**src/lcc_pkg.sv**
```systemverilog
`timescale 1ns / 1ps
// ----------------------------------------------------------------------------
// lcc_pkg: shared types and constants
// Commands, status codes, controller states and the controller/datapath link.
// ----------------------------------------------------------------------------
package lcc_pkg;

   localparam logic [19:0] MIDSCALE = 20'h7FFFF;
   localparam logic [31:0] FOUR_MA  = 32'd262144;

   localparam logic [19:0] DEF_CODE_MIN = 20'h00000;
   localparam logic [19:0] DEF_CODE_MID = 20'h80000;
   localparam logic [19:0] DEF_CODE_MAX = 20'hFFFFF;
   localparam logic [31:0] DEF_CUR_MIN  = 32'd0;
   localparam logic [31:0] DEF_CUR_MID  = 32'd655360;
   localparam logic [31:0] DEF_CUR_MAX  = 32'd1310720;

   localparam logic CMD_CONVERT = 1'b0;
   localparam logic CMD_LOAD    = 1'b1;

   localparam logic [1:0] MODE_4_20 = 2'd0;

   localparam logic [1:0] PT_MIN    = 2'd0;
   localparam logic [1:0] PT_MID    = 2'd1;
   localparam logic [1:0] PT_MAX    = 2'd2;
   localparam logic [1:0] PT_UNUSED = 2'd3;

   localparam logic [2:0] ST_OK        = 3'd0;
   localparam logic [2:0] ST_UNDER     = 3'd1;
   localparam logic [2:0] ST_ZERO_SPAN = 3'd2;
   localparam logic [2:0] ST_RAW       = 3'd3;
   localparam logic [2:0] ST_LOAD      = 3'd4;

   typedef enum logic [3:0] {
      S_IDLE,
      S_CLAMP,
      S_FETCH,
      S_SETUP,
      S_MUL,
      S_DIV,
      S_MEAS,
      S_ENG,
      S_PROD,
      S_FINISH,
      S_OUT
   } state_type;

   // controller -> datapath
   typedef struct packed {
      logic capture;
      logic clamp;
      logic fetch;
      logic setup;
      logic mul;
      logic div_step;
      logic meas;
      logic eng;
      logic finish;
   } cmd_type;

   // datapath -> controller
   typedef struct packed {
      logic is_load;
      logic raw_only;
      logic zero_code;
      logic zero_span;
      logic div_done;
   } stat_type;

endpackage

```
**src/lcc_ctrl.sv**
```systemverilog
`timescale 1ns / 1ps
// ----------------------------------------------------------------------------
// lcc_ctrl: sequencing controller
// Steps one item through clamp, fetch, multiply, divide and scaling.
// ----------------------------------------------------------------------------
module lcc_ctrl
   import lcc_pkg::*;
(
   input  logic     clock,
   input  logic     reset,
   input  logic     req_valid,
   output logic     req_ready,
   output logic     rsp_valid,
   input  logic     rsp_ready,
   input  stat_type stat,
   output cmd_type  cmd
);

   state_type state_ff, state_in;

   always_ff @(posedge clock) begin
      if (reset) begin
         state_ff <= S_IDLE;
      end else begin
         state_ff <= state_in;
      end
   end

   always_comb begin
      state_in  = state_ff;
      cmd       = '0;
      req_ready = 1'b0;
      rsp_valid = 1'b0;
      case (state_ff)
         S_IDLE: begin
            req_ready = 1'b1;
            if (req_valid) begin
               cmd.capture = 1'b1;
               state_in    = S_CLAMP;
            end
         end
         S_CLAMP: begin
            // load and raw-only items finish here
            if (stat.is_load || stat.raw_only) begin
               state_in = S_OUT;
            end else begin
               cmd.clamp = 1'b1;
               state_in  = S_FETCH;
            end
         end
         S_FETCH: begin
            cmd.fetch = 1'b1;
            state_in  = S_SETUP;
         end
         S_SETUP: begin
            cmd.setup = 1'b1;
            if (stat.zero_code || stat.zero_span) begin
               state_in = S_MEAS;
            end else begin
               state_in = S_MUL;
            end
         end
         S_MUL: begin
            cmd.mul  = 1'b1;
            state_in = S_DIV;
         end
         S_DIV: begin
            cmd.div_step = 1'b1;
            if (stat.div_done) begin
               state_in = S_MEAS;
            end
         end
         S_MEAS: begin
            cmd.meas = 1'b1;
            state_in = S_ENG;
         end
         S_ENG: begin
            cmd.eng  = 1'b1;
            state_in = S_PROD;
         end
         S_PROD: begin
            // engineering product settles in its register
            state_in = S_FINISH;
         end
         S_FINISH: begin
            cmd.finish = 1'b1;
            state_in   = S_OUT;
         end
         S_OUT: begin
            rsp_valid = 1'b1;
            if (rsp_ready) begin
               state_in = S_IDLE;
            end
         end
         default: state_in = S_IDLE;
      endcase
   end

endmodule

```
**config.mk**
```make
export PLATFORM = sky130hd
export DESIGN_NAME = lcc_ctrl
export DESIGN_NICKNAME = d
export VERILOG_FILES = /design/src/lcc_pkg.sv /design/src/lcc_ctrl.sv
export SDC_FILE = /design/constraint.sdc
export NUM_CORES = 1
export LEC_CHECK = 0
export ABC_AREA = 1
export BUFFER_PORTS_ARGS = -buffer_cell sky130_fd_sc_hd__buf_2
export CAP_MARGIN = 40
export CORE_AREA = 3 3 40 42
export DETAILED_ROUTE_END_ITERATION = 10
export DIE_AREA = 0 0 43 45
export GPL_TIMING_DRIVEN = 0
export SYNTH_ARGS = -nofsm -noshare
export SYNTH_HDL_FRONTEND = slang
export SYNTH_SLANG_ARGS = --single-unit
```
**constraint.sdc**
```tcl
create_clock -name clock -period 1 [get_ports clock]
set_input_delay 0.3 -clock clock [delete_from_list [all_inputs] [get_ports clock]]
set_output_delay 0.3 -clock clock [all_outputs]
set_load 0.1 [all_outputs]
```
# After elaboration in Yosys (flattened, before gate mapping)
# Index checks and enable logic that the tools add are counted.
# totals
inputBits	9
regBits	4
# classes
n_mux	19
n_eq_ne	13
n_reduce_logical	4
# ops
cell	count
$pmux W4 S11	1
$eq A4 B3 Y1 const B	4
$mux W4	4
$mux W1	13
$eq A4 B4 Y1 const B	3
$eq A4 B2 Y1 const B	2
$ne A2 B2 Y1 const B	3
$eq A4 B1 Y1 const B	1
$logic_not A4 Y1	1
$reduce_and A3 Y1	1
$logic_or A1 B1 Y1	2
$mux W2	1

# Logic depth before layout (Yosys ltp)
# logic_depth
depth_word	3
mapped_depth	7
ltp_nobuf	7

# Worst setup path after synthesis
# No wires, ideal clock.
# synth_timing
kind	reg-to-output
from	register state_ff[3]
to	output cmd[7] (netlist name)
path_stages_with_launch	4
path_buffers	0
arrival_ns	3.438
setup_slack_ns	-2.738
path_cell_list	dfxtp_1 nor2_2 inv_2 nor4_1
# synth_rtl
item	line	text
from (decl)	lcc_ctrl.sv:19	state_type state_ff, state_in;
from (signal assigned)	lcc_ctrl.sv:25	state_ff <= state_in;
to (decl)	lcc_ctrl.sv:16	output cmd_type cmd

==> impl_metrics.csv <==
group,metric,value,unit
power_and_ir_drop,combPwrFrac,0.747,
global_route,grt_max_degree,8,
clock_tree,numCtsBuffers,3,
sta,rsz0062_at_grt,"yes",
final_layout,n_fill_cell,107,
final_layout,drive_gt1_frac,0.7634,
sta,period_needed,1.523,ns
setup_path,crit_path_max_fanout,5,
placement,portBuffers,19,
route,drtIter0Drc,3,
route,wl,1268,µm
sta,hold_ws,0.2317,ns
global_route,grt_pass1_vias,513,
route,routedWlPerCell,11.74,µm
route,via_count,503,
setup_path,critical_path.top_delay_family,"flip-flops",
sta,hold_viol_final,0,
synthesis,synth.largest_area_cell,"dfxtp_1",
synthesis,syn_area_per_cell,5.819,µm²
setup_path,critPathSlowestCell,"dfxtp_4",
synthesis,synth_seq_cells,4,
global_route,antenna_found_initial,0,
synthesis,synth.most_common_cell,"nor2_1",
synthesis,synthesis.nets,72,
final_layout,largest-register,"state_ff",
die,die_area,1935,µm²
synthesis,synth_top_area_frac,0.2184,
sta,slew_headroom,0.8624,
setup_path,critPathKind,"flip-flop to output pin",
final_layout,final_area,894.6,µm²
global_route,grt_util_all_layers,0.1589,
synthesis,synthTopCellsByArea,"dfxtp_1, nor2_1, inv_1",
setup_path,max_stage_delay,0.36,ns
sta,worst_pin_slew,0.2043,ns
min_path,hold_class,"primary input to flip-flop",
clock_tree,root_buffer,"clkbuf_4",
run_status,violations,"setup timing",
final_layout,fin_util,0.6962,
final_layout,n_antenna_cell,0,
synthesis,synth_common_cells,"nor2_1, inv_1, nand2_1",
synthesis,synth_async_sr_flop_share,0,
clock_tree,clkLatencyLatePin,0.24,ns
sta,setup_slack,-0.5234,ns
die,core,1285,µm²
route,drc,0,
clock_tree,hold_buffers,0,
setup_path,arrival,1.22,ns
final_layout,layout.nets,103,
synthesis,ys_types,19,
sta,drv_slew,0,
synthesis,synth_area,366.6,µm²
sta,finalSetupViolations,15,
setup_path,reg2reg_depth,7,
global_route,gr-total-overflow,0,
placement,place.gp.congestion,0.7577,
setup_path,crit_buf_inv,2,
setup_path,cp-start-kind,"flip-flop",
power_and_ir_drop,swShare,0.5641,
power_and_ir_drop,powerDensity,2410,nW/µm²
clock_tree,ctsHtreeMaxLevel,1,
final_layout,top_regs,"state_ff: 4 flops",
die,start_util,0.2853,
die,die_width,43,µm
power_and_ir_drop,power.share.clock,0.100,
clock_tree,clockBufferDepth,2,
setup_path,endpoint_kind,"output pin",
run_status,status,"complete, but fails checks",
synthesis,synthFlopType,"dfxtp_1",
power_and_ir_drop,power.leakage,0.4015,nW
route,avgViaCountPerCell,4.657,
min_path,hold_depth,2,
placement,place_ws,-0.5457,ns
synthesis,yosysWarnings,0,
global_route,grt_first_pass_wirelength,2325,µm
placement,place_area,590.6,µm²
route,dr.pass1.iters,2,
die,num_rows,13,
setup_path,crit_chain,"nor2_4 -> inv_4 -> nor4_4 -> buf_6",
synthesis,synth_edf_count,0,
final_layout,largest_register_ffs,4,
power_and_ir_drop,switching_power,1.216,mW
placement,dpl.hpwl,849.6,µm
clock_tree,cts.sinks,4,
power_and_ir_drop,irDropWorstVdd,1.558,mV
synthesis,yosysSeqAreaShare,0.2184,
synthesis,synthCells,63,
power_and_ir_drop,p_total,2.156,mW
final_layout,area_growth,144.0,%
route,antenna_left,0,
sta,fmax,0.6564,GHz
sta,clock_skew,0.009021,ns
run,cap_violations,0,
sta,finalCritPeriodShare,1.523,
power_and_ir_drop,internal_power,939.9,µW
die,ios,20,
setup_path,cp.depth,4,
clock_tree,clk_pin_slew_worst_paths,0.04,ns
setup_path,worstPathRequired,0.70,ns
die,die_h,45,µm
clock_tree,cts_tree,"built",
power_and_ir_drop,seqPwrFrac,0.153,
[final timing paths]
| kind | slack (ns) | endpoint | startpoint |
|---|---|---|---|
| max reg2reg | -0.19 | state_ff[1] | state_ff[1] |
| min | 0.23 | state_ff[1] | reset |
| max | -0.52 | cmd[7] | state_ff[2] |
| min reg2reg | 0.57 | state_ff[0] | state_ff[0] |
[cells by family after synthesis]
logic type / after synthesis / synth area share
AND/OR/NAND/NOR: 37 / 0.5085
AO/OA/AOI/OAI: 6 / 0.1092
buffers and inverters: 16 / 0.1638
flip-flops: 4 / 0.2184
[final cells by class]
cell class                 instances  area [µm²]  share of cell area
tap                               15       18.77             0.02098
clock buffer                       4       26.28             0.02937
sequential                         4       95.09              0.1063
multi-input combinational         43       370.4              0.4140
timing repair buffer              26       307.8              0.3441
inverter                          16       76.32             0.08531
[layer usage]
metal	vias to the layer above	GRT usage	share of wire
met5	-	0	0
li1	258	-	-
met1	233	0.1899	0.41
met4	0	0.04217	0
met3	0	0.05578	0.035
met2	12	0.2725	0.55
[timing repair]
item                                    CTS  global route
endpoints found under the setup margin   14            15
hold endpoints to repair                  0             0
gates resized for setup                  56             5
pin swaps                                10             4
buffers inserted                          6             2
[through the flow]
stage               setup TNS (ns)  std cells
finish                      -5.734        108
global route                -6.757        108
CTS                         -5.663        107
detailed placement          -5.530         97
global placement            -5.477         97
floorplan                   -6.334         63
[cells in the final DEF, fill, tap and decap left out, types with 2 or more instances in the layout]
cell and n:
nor2_4 10, buf_12 10, buf_2 8, buf_4 6, inv_2 5, inv_4 5, inv_1 5, nor2_1 5
nor2_2 4, nand2_1 4, dfxtp_4 4, nand2_2 3, clkbuf_4 3, nand2_4 2, nand3_4 2, o211ai_1 2
nand3_1 2, buf_6 2
[power groups by stage]
| stage | registers (mW) | clock network (mW) | logic, mW |
|---|---|---|---|
| finish | 0.329 | 0.217 | 1.61 |
| floorplan | 0.284 | 0 | 1.03 |
| CTS | 0.324 | 0.227 | 1.57 |
| detailed placement | 0.305 | 0 | 1.17 |
| global placement | 0.303 | 0 | 1.16 |
| global route | 0.338 | 0.244 | 1.70 |
Note: power is estimated with default switching activity, not from simulation.
